File: config.mk
export PLATFORM = sky130hd
export DESIGN_NAME = json_structure_validator_core
export DESIGN_NICKNAME = d
export VERILOG_FILES = /design/src/rtl/core/jsv_pkg.sv /design/src/rtl/core/json_structure_validator_core.sv
export SDC_FILE = /design/constraint.sdc
export NUM_CORES = 1
export LEC_CHECK = 0
export ABC_AREA = 1
export BUFFER_PORTS_ARGS = -buffer_cell sky130_fd_sc_hd__buf_2
export CAP_MARGIN = 20
export CELL_PAD_IN_SITES_DETAIL_PLACEMENT = 1
export CELL_PAD_IN_SITES_GLOBAL_PLACEMENT = 1
export CORE_ASPECT_RATIO = 0.7
export CORE_UTILIZATION = 47
export CTS_CLUSTER_DIAMETER = 80
export DETAILED_ROUTE_END_ITERATION = 7
export PLACE_DENSITY = 0.92
export SLEW_MARGIN = 15
export SYNTH_ARGS = -nofsm -noshare
export SYNTH_HDL_FRONTEND = slang
export SYNTH_SLANG_ARGS = --single-unit
File: constraint.sdc
create_clock -name i_clk -period 4.25 [get_ports i_clk]
set_clock_uncertainty 0.1 [all_clocks]
set_input_delay 0 -clock i_clk [delete_from_list [all_inputs] [get_ports i_clk]]
set_output_delay 0 -clock i_clk [all_outputs]
set_load 0.05 [all_outputs]
File: src/rtl/core/jsv_pkg.sv
// jsv_pkg: shared types and codes for the JSON structure validator.
// Token kinds, expected-role masks, stack marks and result codes.
// No dependencies.
package jsv_pkg;

    localparam int STACK_DEPTH_DEF = 64;

    localparam int TOKW = 4;
    localparam int EXPW = 10;
    localparam int DEPW = 7;
    localparam int RESW = 2;

    typedef logic [TOKW-1:0] t_token;
    typedef logic [EXPW-1:0] t_expect;
    typedef logic [1:0]      t_mark;
    typedef logic [RESW-1:0] t_result;

    localparam t_token TOK_END       = 4'd0;
    localparam t_token TOK_OBJ_OPEN  = 4'd1;
    localparam t_token TOK_OBJ_CLOSE = 4'd2;
    localparam t_token TOK_ARR_OPEN  = 4'd3;
    localparam t_token TOK_ARR_CLOSE = 4'd4;
    localparam t_token TOK_COLON     = 4'd5;
    localparam t_token TOK_COMMA     = 4'd6;
    localparam t_token TOK_STRING    = 4'd7;
    localparam t_token TOK_BOOLEAN   = 4'd8;
    localparam t_token TOK_NUMBER    = 4'd9;
    localparam t_token TOK_NULL      = 4'd10;
    localparam t_token TOK_INVALID   = 4'd11;

    localparam t_expect EXP_DOC_END   = 10'h001;
    localparam t_expect EXP_OBJ_BEGIN = 10'h002;
    localparam t_expect EXP_OBJ_END   = 10'h004;
    localparam t_expect EXP_OBJ_KEY   = 10'h008;
    localparam t_expect EXP_OBJ_VALUE = 10'h010;
    localparam t_expect EXP_ARR_BEGIN = 10'h020;
    localparam t_expect EXP_ARR_END   = 10'h040;
    localparam t_expect EXP_ARR_VALUE = 10'h080;
    localparam t_expect EXP_COLON     = 10'h100;
    localparam t_expect EXP_COMMA     = 10'h200;
    localparam t_expect EXP_INIT      = EXP_OBJ_BEGIN | EXP_ARR_BEGIN;

    localparam t_mark MK_NONE   = 2'd0;
    localparam t_mark MK_OBJECT = 2'd1;
    localparam t_mark MK_ARRAY  = 2'd2;
    localparam t_mark MK_KEY    = 2'd3;

    localparam t_result RES_ACCEPT   = 2'd0;
    localparam t_result RES_ERROR    = 2'd1;
    localparam t_result RES_COMPLETE = 2'd2;

endpackage

File: src/rtl/core/json_structure_validator_core.sv
// json_structure_validator_core: pushdown syntax checker for a JSON token stream.
// Depends on jsv_pkg. Mark stack is an in-module memory.
//
// One token kind per item, one result per item. A new item is taken every cycle
// while the result register is empty or being drained; its result shows in the cycle
// after acceptance. The whole check and the stack update settle in the accepting
// cycle: the top two marks come from registered memory reads addressed by the next
// depth, with a bypass register for a mark just pushed. The stack needs no clearing
// pass after reset. Errors stay latched until an item arrives with doc_start set.
module json_structure_validator_core
    import jsv_pkg::*;
#(
    parameter int STACK_DEPTH = STACK_DEPTH_DEF
) (
    input  logic        i_clk,
    input  logic        i_rst_n,
    input  logic        i_s_tvalid,
    output logic        o_s_tready,
    input  logic [7:0]  i_s_tdata,   // [0] content_ok, [1] doc_start, [7:2] zero
    input  logic [3:0]  i_s_tuser,   // [3:0] token_kind
    output logic        o_m_tvalid,
    input  logic        i_m_tready,
    output logic [23:0] o_m_tdata,   // [6:0] nesting_depth, [16:7] expected_set, [23:17] zero
    output logic [1:0]  o_m_tuser    // [1:0] result_code
);

    localparam int AW = (STACK_DEPTH > 1) ? $clog2(STACK_DEPTH) : 1;
    localparam int CW = $clog2(STACK_DEPTH + 1);

    t_mark          mem [STACK_DEPTH];

    logic [CW-1:0]  r_count, n_count;
    t_expect        r_flags, n_flags;
    logic           r_err,   n_err;
    t_mark          r_rd_top, r_rd_below, r_byp_mark;
    logic           r_byp;
    logic           r_out_valid;
    t_result        r_out_code, n_code;
    logic [DEPW-1:0] r_out_depth;
    t_expect        r_out_flags;

    logic           accept;
    t_token         tok;
    logic           ok, doc;
    t_expect        e_flags;
    logic [CW-1:0]  e_count;
    logic           e_err;
    t_mark          top, below;
    logic           full;
    logic           good, push;
    t_mark          push_mark;
    logic           close_req;
    t_mark          close_kind;
    logic [CW-1:0]  idx1, idx2;

    assign accept = i_s_tvalid && o_s_tready;
    assign tok    = i_s_tuser;
    assign ok     = i_s_tdata[0];
    assign doc    = i_s_tdata[1];

    assign e_flags = doc ? EXP_INIT : r_flags;
    assign e_count = doc ? '0 : r_count;
    assign e_err   = doc ? 1'b0 : r_err;
    assign full    = (e_count == CW'(STACK_DEPTH));
    assign top     = (e_count == '0) ? MK_NONE : (r_byp ? r_byp_mark : r_rd_top);
    assign below   = (e_count < CW'(2)) ? MK_NONE : r_rd_below;

    always_comb begin
        good       = 1'b0;
        push       = 1'b0;
        push_mark  = MK_NONE;
        close_req  = 1'b0;
        close_kind = MK_NONE;
        n_code     = RES_ACCEPT;
        n_flags    = e_flags;
        n_count    = e_count;
        case (tok)
            TOK_END: begin
                if (|(e_flags & EXP_DOC_END) && e_count == CW'(1)) begin
                    n_count = '0;
                    n_flags = '0;
                    n_code  = RES_COMPLETE;
                    good    = 1'b1;
                end
            end
            TOK_OBJ_OPEN: begin
                if (|(e_flags & EXP_OBJ_BEGIN) && !full) begin
                    push      = 1'b1;
                    push_mark = MK_OBJECT;
                    n_flags   = EXP_OBJ_KEY | EXP_OBJ_BEGIN | EXP_OBJ_END;
                    good      = 1'b1;
                end
            end
            TOK_OBJ_CLOSE: begin
                close_req  = |(e_flags & EXP_OBJ_END);
                close_kind = MK_OBJECT;
            end
            TOK_ARR_OPEN: begin
                if (|(e_flags & EXP_ARR_BEGIN) && !full) begin
                    push      = 1'b1;
                    push_mark = MK_ARRAY;
                    n_flags   = EXP_ARR_VALUE | EXP_OBJ_BEGIN | EXP_ARR_BEGIN | EXP_ARR_END;
                    good      = 1'b1;
                end
            end
            TOK_ARR_CLOSE: begin
                close_req  = |(e_flags & EXP_ARR_END);
                close_kind = MK_ARRAY;
            end
            TOK_COLON: begin
                if (|(e_flags & EXP_COLON)) begin
                    n_flags = EXP_OBJ_BEGIN | EXP_ARR_BEGIN | EXP_OBJ_VALUE;
                    good    = 1'b1;
                end
            end
            TOK_COMMA: begin
                if (|(e_flags & EXP_COMMA)) begin
                    if (|(e_flags & EXP_OBJ_END)) begin
                        n_flags = EXP_OBJ_KEY;
                    end else if (|(e_flags & EXP_ARR_END)) begin
                        n_flags = EXP_OBJ_BEGIN | EXP_ARR_BEGIN | EXP_ARR_VALUE;
                    end
                    good = 1'b1;
                end
            end
            TOK_STRING, TOK_BOOLEAN, TOK_NUMBER, TOK_NULL: begin
                if (tok == TOK_STRING && |(e_flags & EXP_OBJ_KEY)) begin
                    if (ok && !full) begin
                        push      = 1'b1;
                        push_mark = MK_KEY;
                        n_flags   = EXP_COLON;
                        good      = 1'b1;
                    end
                end else if (|(e_flags & EXP_OBJ_VALUE)) begin
                    if (e_count >= CW'(2) && top == MK_KEY && ok) begin
                        n_count = e_count - CW'(1);
                        n_flags = EXP_COMMA | EXP_OBJ_END;
                        good    = 1'b1;
                    end
                end else if (|(e_flags & EXP_ARR_VALUE)) begin
                    if (top == MK_ARRAY && ok) begin
                        n_flags = EXP_COMMA | EXP_ARR_END;
                        good    = 1'b1;
                    end
                end
            end
            default: begin
                good = 1'b0;
            end
        endcase

        if (close_req && top == close_kind) begin
            if (e_count == CW'(1)) begin
                n_flags = EXP_DOC_END;
                good    = 1'b1;
            end else if (below == MK_KEY) begin
                if (e_count >= CW'(3)) begin
                    n_count = e_count - CW'(2);
                    n_flags = EXP_COMMA | EXP_OBJ_END;
                    good    = 1'b1;
                end
            end else if (below == MK_ARRAY) begin
                n_count = e_count - CW'(1);
                n_flags = EXP_COMMA | EXP_ARR_END;
                good    = 1'b1;
            end
        end

        if (push && good) begin
            n_count = e_count + CW'(1);
        end

        n_err = e_err;
        if (e_err || !good) begin
            n_flags = e_flags;
            n_count = e_count;
            n_err   = 1'b1;
            n_code  = RES_ERROR;
            push    = 1'b0;
        end
    end

    assign idx1 = n_count - CW'(1);
    assign idx2 = n_count - CW'(2);

    // stack memory; top two marks read at the next depth
    always_ff @(posedge i_clk) begin
        if (accept) begin
            if (push) begin
                mem[e_count[AW-1:0]] <= push_mark;
            end
            r_rd_top   <= mem[idx1[AW-1:0]];
            r_rd_below <= mem[idx2[AW-1:0]];
            r_byp_mark <= push_mark;
        end
    end

    always_ff @(posedge i_clk) begin
        if (!i_rst_n) begin
            r_count     <= '0;
            r_flags     <= EXP_INIT;
            r_err       <= 1'b0;
            r_byp       <= 1'b0;
            r_out_valid <= 1'b0;
        end else begin
            if (accept) begin
                r_count <= n_count;
                r_flags <= n_flags;
                r_err   <= n_err;
                r_byp   <= push;
            end
            if (accept) begin
                r_out_valid <= 1'b1;
            end else if (i_m_tready) begin
                r_out_valid <= 1'b0;
            end
        end
    end

    always_ff @(posedge i_clk) begin
        if (accept) begin
            r_out_code  <= n_code;
            r_out_depth <= DEPW'(n_count);
            r_out_flags <= n_flags;
        end
    end

    assign o_s_tready = !r_out_valid || i_m_tready;
    assign o_m_tvalid = r_out_valid;
    assign o_m_tuser  = r_out_code;
    assign o_m_tdata  = {7'd0, r_out_flags, r_out_depth};

endmodule

# [After elaboration in Yosys (flattened, before gate mapping)]
# Memories as Yosys holds them, arrays and structs flattened. A register that Yosys moved wholly into a read port is not among the register bits.
# Cells that the tools add are included.
[totals] latchBits=0 regBits=41 mem_bits_rw=128 elab_cells=131 rom_bits=0 output_inout_bits=28 n_memories=1 in_bits=16
[classes] mul=0 bitwise=1 addsub=5 muxes=73 eq_ne=17 reduce_logical=21 order_cmp=3 shifts=0 div=0
[mem_list] memory="mem" depth=64 word_bits=2 read_ports=2 rd_ports_with_merged_regs=2 write_ports=1 line_no="json_structure_validator_core.sv:30" text="t_mark mem [STACK_DEPTH];"
[ops] operator="two-way mux 10 bit" count=20
[ops] operator="two-way mux 7 bit" count=12
[ops] operator="case mux 10 bit (6 select lines)" count=1
[ops] operator="two-way mux 1 bit" count=27
[ops] operator="== test 4 x 3 -> 1 bit, second input constant" count=4
[ops] operator="greater-or-equal comparator 7 x 2 -> 1 bit, second input constant" count=2
[ops] operator="two-way mux 2 bit" count=7
[ops] operator="case mux 7 bit (2 select lines)" count=1
[ops] operator="== test 4 bit, second input constant" count=3
[ops] operator="logical AND 1 bit" count=11
[ops] operator="== test 2 bit, second input constant" count=4
[ops] operator="== test 4 x 2 -> 1 bit, second input constant" count=2
[ops] operator="adder 7 x 1 -> 7 bit, second input constant" count=1
[ops] operator="== test 7 x 1 -> 1 bit, second input constant" count=1
[ops] operator="== test 7 bit, second input constant" count=1
[ops] operator="logical NOT 7 bit" count=1
[ops] operator="less-than comparator 7 x 2 -> 1 bit, second input constant" count=1
[ops] operator="subtractor 7 x 1 -> 7 bit, second input constant" count=1
[ops] operator="subtractor 7 x 2 -> 7 bit, second input constant" count=1
[ops] operator="case mux 1 bit (6 select lines)" count=1
[ops] operator="case mux 2 bit (3 select lines)" count=1
[ops] operator="subtractor 6 x 1 -> 6 bit, second input constant" count=1
[ops] operator="subtractor 6 x 2 -> 6 bit, second input constant" count=1
[ops] operator="== test 4 x 1 -> 1 bit, second input constant" count=1
[ops] operator="other kinds (11)" count=14

# [Longest topological paths before layout]
# Gate-level depths: netlist of the first run.
[depth] word_depth=20 depth_mapped=30 ltp_nobuf=26

# [Least setup slack after synthesis of the first run]
# No wires, ideal clock.
[synth_timing] kind="register -> register" startpoint="register r_count[1]" endpoint="register r_rd_below[1], read port of mem (data pin)" slack_ns=0.565 stages_incl_launch_ff=27 arrival_ns=3.332 t_required_ns=3.897 synth_period_minus_slack_ns=3.685 path_cell_list="dfxtp_1 > nand2_2 > inv_1 > ha_1 > nand2_1 > nand4_1 > nand3_1 > nor2_2 > nand3_1 > nor2_2 > nand2_1 > nand3_1 > nand2_1 > nand2_1 > nand2_1 > nand2_2 > inv_2 > buf_2 > ha_1 > clkbuf_1 > inv_1 > clkbuf_1 > nand3_1 > nand3_1 > nand3_1 > nand3_1 > nand2_1"
[synth_between] elab_chain_len=18 elab_cells_between_ends=59
[synth_lines] item="start, declared" line_no="json_structure_validator_core.sv:32" text="logic [CW-1:0] r_count, n_count;"
[synth_lines] item="start signal, assigned" line_no="json_structure_validator_core.sv:207" text="r_count <= n_count;"
[synth_lines] item="two-way mux 7 bit *" line_no="json_structure_validator_core.sv:62" text="assign e_count = doc ? '0 : r_count;"
[synth_lines] item="logical NOT 7 bit" line_no="json_structure_validator_core.sv:65" text="assign top = (e_count == '0) ? MK_NONE : (r_byp ? r_byp_mark : r_rd_top);"
[synth_lines] item="two-way mux 2 bit" line_no="json_structure_validator_core.sv:65"
[synth_lines] item="== test 2 bit (on tied branches)" line_no="json_structure_validator_core.sv:141, json_structure_validator_core.sv:135"
[synth_lines] item="logical AND 1 bit (on tied branches)" line_no="json_structure_validator_core.sv:141, json_structure_validator_core.sv:135"
[synth_lines] item="two-way mux 1 bit / logical AND 1 bit (equally long branches)" line_no="json_structure_validator_core.sv:141, json_structure_validator_core.sv:135"
[synth_lines] item="two-way mux 1 bit (on tied branches)" line_no="json_structure_validator_core.sv:140, json_structure_validator_core.sv:135"
[synth_lines] item="two-way mux 1 bit" line_no="json_structure_validator_core.sv:134" text="end else if (|(e_flags & EXP_OBJ_VALUE)) begin"
[synth_lines] item="[... 2 more ...]"
[synth_lines] item="two-way mux 1 bit (on tied branches)" line_no="json_structure_validator_core.sv:162, json_structure_validator_core.sv:157"
[synth_lines] item="two-way mux 1 bit" line_no="json_structure_validator_core.sv:156" text="end else if (below == MK_KEY) begin"
[synth_lines] item="two-way mux 1 bit" line_no="json_structure_validator_core.sv:153" text="if (e_count == CW'(1)) begin"
[synth_lines] item="two-way mux 1 bit" line_no="json_structure_validator_core.sv:152" text="if (close_req && top == close_kind) begin"
[synth_lines] item="logical AND 1 bit / logical NOT 1 bit (equally long branches)" line_no="json_structure_validator_core.sv:169, json_structure_validator_core.sv:174"
[synth_lines] item="two-way mux 7 bit / logical OR 1 bit (equally long branches)" line_no="json_structure_validator_core.sv:169, json_structure_validator_core.sv:174"
[synth_lines] item="two-way mux 7 bit *" line_no="json_structure_validator_core.sv:174" text="if (e_err || !good) begin"
[synth_lines] item="subtractor 6 x 2 -> 6 bit *" line_no="json_structure_validator_core.sv:184" text="assign idx2 = n_count - CW'(2);"
[synth_lines] item="end, declared" line_no="json_structure_validator_core.sv:35" text="t_mark r_rd_top, r_rd_below, r_byp_mark;"
# Mark *: on every way between the ends. The rest lies on a longest branch, timed or not.
# A chain may end at the register's enable or synchronous reset.

# [Worst setup path in the final report of the first run]
[layout_timing] startpoint="register r_count[0]" endpoint="register r_rd_top[0], read port of mem (data pin)"
[layout_between] elab_chain_len=18 elab_cells_between_ends=59
[layout_lines] item="two-way mux 7 bit *" line_no="json_structure_validator_core.sv:62"
[layout_lines] item="logical NOT 7 bit" line_no="json_structure_validator_core.sv:65"
[layout_lines] item="two-way mux 2 bit" line_no="json_structure_validator_core.sv:65"
[layout_lines] item="== test 2 bit (on tied branches)" line_no="json_structure_validator_core.sv:141, json_structure_validator_core.sv:135"
[layout_lines] item="logical AND 1 bit (on tied branches)" line_no="json_structure_validator_core.sv:141, json_structure_validator_core.sv:135"
[layout_lines] item="two-way mux 1 bit / logical AND 1 bit (equally long branches)" line_no="json_structure_validator_core.sv:141, json_structure_validator_core.sv:135"
[layout_lines] item="two-way mux 1 bit (on tied branches)" line_no="json_structure_validator_core.sv:140, json_structure_validator_core.sv:135"
[layout_lines] item="two-way mux 1 bit" line_no="json_structure_validator_core.sv:134"
[layout_lines] item="[... 2 more ...]"
[layout_lines] item="two-way mux 1 bit (on tied branches)" line_no="json_structure_validator_core.sv:162, json_structure_validator_core.sv:157"
[layout_lines] item="two-way mux 1 bit" line_no="json_structure_validator_core.sv:156"
[layout_lines] item="two-way mux 1 bit" line_no="json_structure_validator_core.sv:153"
[layout_lines] item="two-way mux 1 bit" line_no="json_structure_validator_core.sv:152"
[layout_lines] item="logical AND 1 bit / logical NOT 1 bit (equally long branches)" line_no="json_structure_validator_core.sv:169, json_structure_validator_core.sv:174"
[layout_lines] item="two-way mux 7 bit / logical OR 1 bit (equally long branches)" line_no="json_structure_validator_core.sv:169, json_structure_validator_core.sv:174"
[layout_lines] item="two-way mux 7 bit *" line_no="json_structure_validator_core.sv:174"
[layout_lines] item="subtractor 6 x 1 -> 6 bit *" line_no="json_structure_validator_core.sv:183" text="assign idx1 = n_count - CW'(1);"
[layout_lines] item="end, declared" line_no="json_structure_validator_core.sv:35"
# Marked as above.

==> impl_results.md, run 1 <==
* Pin count of the biggest net entering global routing at 121
* Wire per inst at 22.4 µm
* WS Path Type: flop to flop
* Crit-path max cell delay at 0.41 ns
* # fillers at 2,881
* Share of post-route cells with drive strength above 1 at 0.111
* Crit path cell chain: nand2_2, inv_1, ha_1, inv_1, nand4_1, nand2_2, inv_2, nor2_1, nand3b_4, nand3_1, nand2_1, nand2_1, nand2_1, nand2_2, inv_2, ha_1, nand2_1, nor2_2, xor2_2, nand3_1, nand3_1, nand2_1
* R2R Path Start: r_count[0]
* TritonCTS clock tree: yes
* Drt pass-1 iters at 5
* DIE HEIGHT at 130 µm
* Synth top area share at 0.417
* # setup viols final at 0
* Global Route Usage Sum at 0.348
* Final ANT Viol Nets at 0
* NumNets Final at 1,502
* Cell taking the most area after synthesis: edfxtp_1
* Grt total ovfl at 0
* Worst-case clock buffer depth at 2
* Number of hold violations in the final report at 0
* Vias per cell at 6.06
* Max Cap Violations at 0
* Final Util at 0.536
* Crit path max-delay cell type: xor2_2
* FF+latch count, synth at 173
* Clk slew on worst S/H paths at 0.07 ns
* Placed cells at 1,765
* Sequential cell area fraction in the yosys report at 0.453
* Core ar. at 22,800 µm²
* VDD IR-drop max at 0.310 mV
* Cts bufs inserted at 17
* H-tree Lvls at 4
* CP most frequent cell: nand2_1
* Pins Over Slew Limit at 0
* Setup_tns at 0 ns
* Hold Path Stages at 4
* Pwr per Cell Area at 369 nW/µm²
* Crit. End Element: flop
* Gpl congestion at 0.961
* Detailed Place HPWL at 27,500 µm
* Sequential Area at 5000 µm²
* Mapped Cells at 1,454
* # port buffers at 30
* Critical Path Source Type: flop
* Row cnt at 46
* Worst skew pair latency at 0.45 ns
* Period utilisation layout at 0.973
* Top-count cell post-synth: nand3_1
* Initial DRC Count at 1,342
* Worst Hold Class: input port to flop
* Synth Flop Type: edfxtp_1
* Final Non-Filler Cells at 1,805
* Vias in the first global route at 11,100
* Clock root buffer: clkbuf_16
* Worst-Margin Slew at 0.860 ns
* Post-layout min period at 4.13 ns
* Syn avg cell area at 7.58 µm²
* # clock sinks at 173
* Reg2reg path depth at 22
* Post-synth EDFFs at 153
* Footprint of the multi-input gates at 4870 µm²
* Global-route wire length before repair at 62,900 µm
* Max transition margin at 0.425
* Hold wc startpoint: i_s_tdata[1]
* Static Leak at 5.48 nW
* Vias at 10,900
* Area growth from synthesis to layout at 11.0%
* Reg-to-reg endpoint: r_rd_top[0]
* Most frequent cells after synthesis: nand3_1 (405), nand2_1 (278), inv_1 (209)
* Top post-synthesis cells by area: edfxtp_1 (42%), nand3_1 (18%), nand2_1 (9.5%), inv_1 (7.1%), nor2_1 (4.3%)
* Ant diodes at 0
* Syn Std Cell Area at 11,000 µm²
* Initial Util at 0.482
* Status: finished clean
* R2r setup slk at 0.12 ns
* Ys Warns at 0
* DIE WIDTH at 185 µm
* Initial antenna violation count at 0
* Residual DRC count at 0
* Worst Path Max Fanout at 11
* RSZ-0062 raised after global routing: false
* Worst hold slack at 0.124 ns
* Hold Path Sink: r_err
* Crit path arrival time at 4.24 ns
* Async S/R FF share, synth at 0
* Post-Route WL at 40,400 µm
* Number of top-level pins at 44
* Critical Path RT at 4.36 ns
* Full die area at 24,100 µm²
* Fmax achieved at 242 MHz
* Synth unique cells at 48
[power by group]
part | switching (mW) | internal, mW
clock | 0.674 | 0.850
combinational | 0.768 | 0.298
sequential | 0.0285 | 1.89
[cell type report]
class	count	share of cell area
Sequential cell	173	0.408
Multi-Input combinational cell	993	0.398
Inverter	219	0.0683
Timing Repair Buffer	76	0.0485
Clock buffer	25	0.0397
Tap cell	312	0.0319
Clock inverter	7	0.00532
[worst max-delay path, delay by kind of cell, from the launching register on]
kind	cells	cell delay, ns
AND/OR/NAND/NOR	15	1.97
XOR/XNOR	1	0.41
buffers and inverters	4	0.54
flip-flops	1	0.37
adder cells (fa/ha/maj)	2	0.48
[flip-flops by register name (all words and copies together) (netlist names)]
| register | flops |
|---|---|
| r_err | 1 |
| r_rd_top | 2 |
| r_rd_below | 2 |
| r_count | 7 |
| r_flags | 10 |
| r_byp_mark | 2 |
| r_byp | 1 |
| mem | 128 |
| r_out_depth | 7 |
| r_out_flags | 10 |
| o_m_tuser | 2 |
| o_m_tvalid | 1 |
[cells in the final DEF, fill, tap and decap left out, types with 17 or more instances in the layout]
| cell | netlist | layout |
|---|---|---|
| nand3_1 | 405 | 405 |
| nand2_1 | 278 | 273 |
| inv_1 | 209 | 208 |
| edfxtp_1 | 153 | 153 |
| nor2_1 | 125 | 125 |
| o21ai_0 | 43 | 42 |
| buf_4 | 8 | 35 |
| a21oi_1 | 30 | 30 |
| buf_2 | 45 | 30 |
| nand2_2 | 17 | 18 |
| dfxtp_1 | 20 | 18 |
| clkbuf_16 | 0 | 17 |
[cells by family after synthesis]
logic type | Yosys count | share of synthesized area
buf+inv | 294 | 0.111
flops | 173 | 0.453
fa+ha+maj | 6 | 0.00681
simple gates | 864 | 0.362
xor+xnor | 13 | 0.0117
other cells | 1 | 0.000340
compound gates | 103 | 0.0553
[timing repair]
item,in CTS,in global routing
gates resized for setup,0,8
endpoints found under the setup margin,0,4
hold endpoints to repair,10,0
hold buffers,4,0
setup buffers,0,4
[per-layer routing]
metal / wire [µm] / GRT usage
met1: 17400 / 0.474
met2: 17700 / 0.537
met3: 4210 / 0.0860
met4: 1140 / 0.130
met5: 0 / 0
[how the worst max path moves through the flow]
stage                     from             to  slack [ns]
floorplan           r_count[1]  r_rd_below[1]        0.56
global placement    r_count[2]    r_rd_top[1]        0.33
detailed placement  r_count[2]    r_rd_top[1]        0.12
CTS                 r_count[2]    r_rd_top[1]        0.02
global route        r_count[1]    r_rd_top[0]       0.002
finish              r_count[0]    r_rd_top[0]        0.12
[through the flow]
step	power [mW]	cell area, µm²	setup WS, ns
after floorplan	2.62	11000	0.565
after global routing	4.64	12200	0.00170
after global placement	2.93	11600	0.334
final	4.51	12200	0.117
after CTS	4.48	12200	0.0212
after detailed placement	2.97	11600	0.119
Note: power is estimated with default switching activity, not from simulation.
==> run 2: changes to the inputs <==
--- a/config.mk
+++ b/config.mk
@@ -10,10 +10,10 @@
 export CAP_MARGIN = 20
 export CELL_PAD_IN_SITES_DETAIL_PLACEMENT = 1
 export CELL_PAD_IN_SITES_GLOBAL_PLACEMENT = 1
-export CORE_ASPECT_RATIO = 0.7
 export CORE_UTILIZATION = 47
 export CTS_CLUSTER_DIAMETER = 80
 export DETAILED_ROUTE_END_ITERATION = 7
+export GPL_TIMING_DRIVEN = 0
 export PLACE_DENSITY = 0.92
 export SLEW_MARGIN = 15
 export SYNTH_ARGS = -nofsm -noshare
==> impl_results.md, run 2 (same netlist as run 1, synthesis figures left out) <==
* R2r setup slk at -0.001 ns (was 0.12 ns)
* Initial antenna violation count at 0 (unchanged)
* Static Leak at 5.73 nW (was 5.48 nW)
* Hold Path Sink: r_byp (was r_err)
* Reg2reg path depth at 23 (was 22)
* R2R Path Start: r_count[5] (was r_count[0])
* TritonCTS clock tree: yes (unchanged)
* Fmax achieved at 235 MHz (was 242 MHz)
* Worst slack at placement at -1.22 ns (was 0.119 ns)
* Full die area at 24,100 µm² (about the same)
* Cts bufs inserted at 17 (unchanged)
* # fillers at 2,905 (was 2,881)
* Final Non-Filler Cells at 1,859 (was 1,805)
* Residual DRC count at 0 (unchanged)
* WS Path Type: flop to flop (unchanged)
* Commonest non-fill, non-tap cell in the layout: nand3_1 (unchanged)
* Detailed Place HPWL at 30,200 µm (was 27,500 µm)
* Max Cap Violations at 0 (unchanged)
* Wire per inst at 23.2 µm (was 22.4 µm)
* DIE HEIGHT at 155 µm (was 130 µm)
* Worst hold slack at 0.0295 ns (was 0.124 ns)
* Number of top-level pins at 44 (unchanged)
* Hold Path Stages at 5 (was 4)
* Max transition margin at 0.308 (was 0.425)
* Hold wc startpoint: i_s_tvalid (was i_s_tdata[1])
* Crit path arrival time at 4.33 ns (was 4.24 ns)
* Worst skew pair latency at 0.45 ns (about the same)
* Crit path max-delay cell type: dfxtp_1 (was xor2_2)
* Global-route wire length before repair at 65,900 µm (was 62,900 µm)
* Row cnt at 55 (was 46)
* Period utilisation layout at 1.00 (was 0.973)
* Area growth from synthesis to layout at 14.8% (was 11.0%)
* RSZ-0062 raised after global routing: true (was false)
* Critical Path RT at 4.33 ns (was 4.36 ns)
* DIE WIDTH at 155 µm (was 185 µm)
* Final Util at 0.554 (was 0.536)
* Total power at 4.62 mW (was 4.51 mW)
* Most frequent cells in the layout: nand3_1 (402), nand2_1 (271), inv_1 (204) (was nand3_1 (405), nand2_1 (273), inv_1 (208))
* Setup_tns at -0.00100 ns (was 0 ns)
* Post-layout min period at 4.25 ns (was 4.13 ns)
* # port buffers at 29 (was 30)
* Global Route Usage Sum at 0.364 (was 0.348)
* Crit path cell chain: nand2_4, nand2_2, nor2_2, nand3_1, inv_2, nor2_1, nand2_2, buf_4, nand3_4, inv_2, nand3_1, nand2_4, nand2_4, buf_6, inv_4, ha_4, clkbuf_2, nand3_1, nand3_2, nand3_1, nand3_1, nand3_1, nand2_1 (was nand2_2, inv_1, ha_1, inv_1, nand4_1, nand2_2, inv_2, nor2_1, nand3b_4, nand3_1, nand2_1, nand2_1, nand2_1, nand2_2, inv_2, ha_1, nand2_1, nor2_2, xor2_2, nand3_1, nand3_1, nand2_1)
* Pwr per Cell Area at 365 nW/µm² (was 369 nW/µm²)
* Share of post-route cells with drive strength above 1 at 0.151 (was 0.111)
* Setup WS post-layout at -0.00100 ns (was 0.117 ns)
* Worst-Margin Slew at 1.04 ns (was 0.860 ns)
* Status: finished with violations (was finished clean)
* Worst-case clock buffer depth at 2 (unchanged)
* Placed cells at 1,805 (was 1,765)
* Vias per cell at 6.12 (was 6.06)
* Initial DRC Count at 1,358 (was 1,342)
* Ant diodes at 0 (unchanged)
* VDD IR-drop max at 0.266 mV (was 0.310 mV)
* Gpl congestion at 1.01 (was 0.961)
* Reg-to-reg endpoint: r_rd_top[0] (unchanged)
* Drt pass-1 iters at 5 (unchanged)
* DP Area at 11,700 µm² (was 11,600 µm²)
* Pin count of the biggest net entering global routing at 46 (was 121)
* Number of hold violations in the final report at 0 (unchanged)
* Largest register FFs at 128 (unchanged)
* Vias at 11,400 (was 10,900)
* Worst Path Max Fanout at 10 (was 11)
* Post-Route WL at 43,200 µm (was 40,400 µm)
* Vias in the first global route at 11,800 (was 11,100)
* H-tree Lvls at 4 (unchanged)
* Failing checks: negative setup slack
* CP most frequent cell: nand3_1 (was nand2_1)
* Clock root buffer: clkbuf_16 (unchanged)
* Fin area at 12,700 µm² (was 12,200 µm²)
* Pins Over Slew Limit at 0 (unchanged)
* Final ANT Viol Nets at 0 (unchanged)
* # clock sinks at 173 (unchanged)
* Clk slew on worst S/H paths at 0.08 ns (was 0.07 ns)
* NumNets Final at 1,555 (was 1,502)
* Crit. End Element: flop (unchanged)
* Initial Util at 0.483 (was 0.482)
* Critical Path Source Type: flop (unchanged)
* Crit-path max cell delay at 0.40 ns (was 0.41 ns)
* # setup viols final at 1 (was 0)
* Core ar. at 22,800 µm² (about the same)
* Worst Hold Class: input port to flop (unchanged)
* Grt total ovfl at 0 (unchanged)
[run 2: how the worst max path moves through the flow]
stage / from / to / slack, ns / depth (start not counted)
6_report: r_count[5] / r_rd_top[0] / -0.001 / 23
3_3_place_gp: r_count[1] / r_rd_below[0] / -1.09 / 25
4_1_cts: r_count[4] / r_rd_top[0] / 0.01 / 24
3_5_place_dp: r_count[1] / r_rd_below[0] / -1.22 / 25
2_1_floorplan: r_count[1] / r_rd_below[1] / 0.56 / 26
5_1_grt: r_count[1] / r_rd_top[1] / -0.08 / 26
[run 2: repair_timing]
| item | CTS | global route |
|---|---|---|
| setup endpoints to repair | 4 | 4 |
| resized for setup | 40 | 29 |
| hold buffers | 3 | 0 |
| buffers inserted | 5 | 16 |
| pin swaps | 1 | 8 |
| endpoints found under the hold margin | 11 | 0 |
[run 2: critical path: cells and delay by family (launching register included)]
kind                     cells  cell delay [ns]
adder cells (fa/ha/maj)      1             0.25
flip-flops                   1             0.40
AND/OR/NAND/NOR             16             2.18
buffers and inverters        6             1.01
[run 2: area by class of cell]
| class | count | area (µm²) | area share |
|---|---|---|---|
| Buffer | 73 | 445 | 0.0352 |
| Clock buffer | 18 | 429 | 0.0339 |
| Clock inverter | 14 | 149 | 0.0118 |
| Inverter | 219 | 850 | 0.0671 |
| Multi-Input combinational cell | 993 | 4980 | 0.393 |
| Sequential cell | 173 | 5000 | 0.395 |
| Tap cell | 313 | 392 | 0.0310 |
| Timing Repair Buffer | 56 | 408 | 0.0322 |
[run 2: metal layers]
layer	part of all wire	track usage
met4	0.051	0.204
met2	0.47	0.599
met1	0.37	0.443
met5	0	0.00414
met3	0.11	0.0811
[run 2: where the power goes]
part | switching [mW] | internal, mW
combinational | 0.812 | 0.317
sequential | 0.0263 | 1.89
clock | 0.784 | 0.786
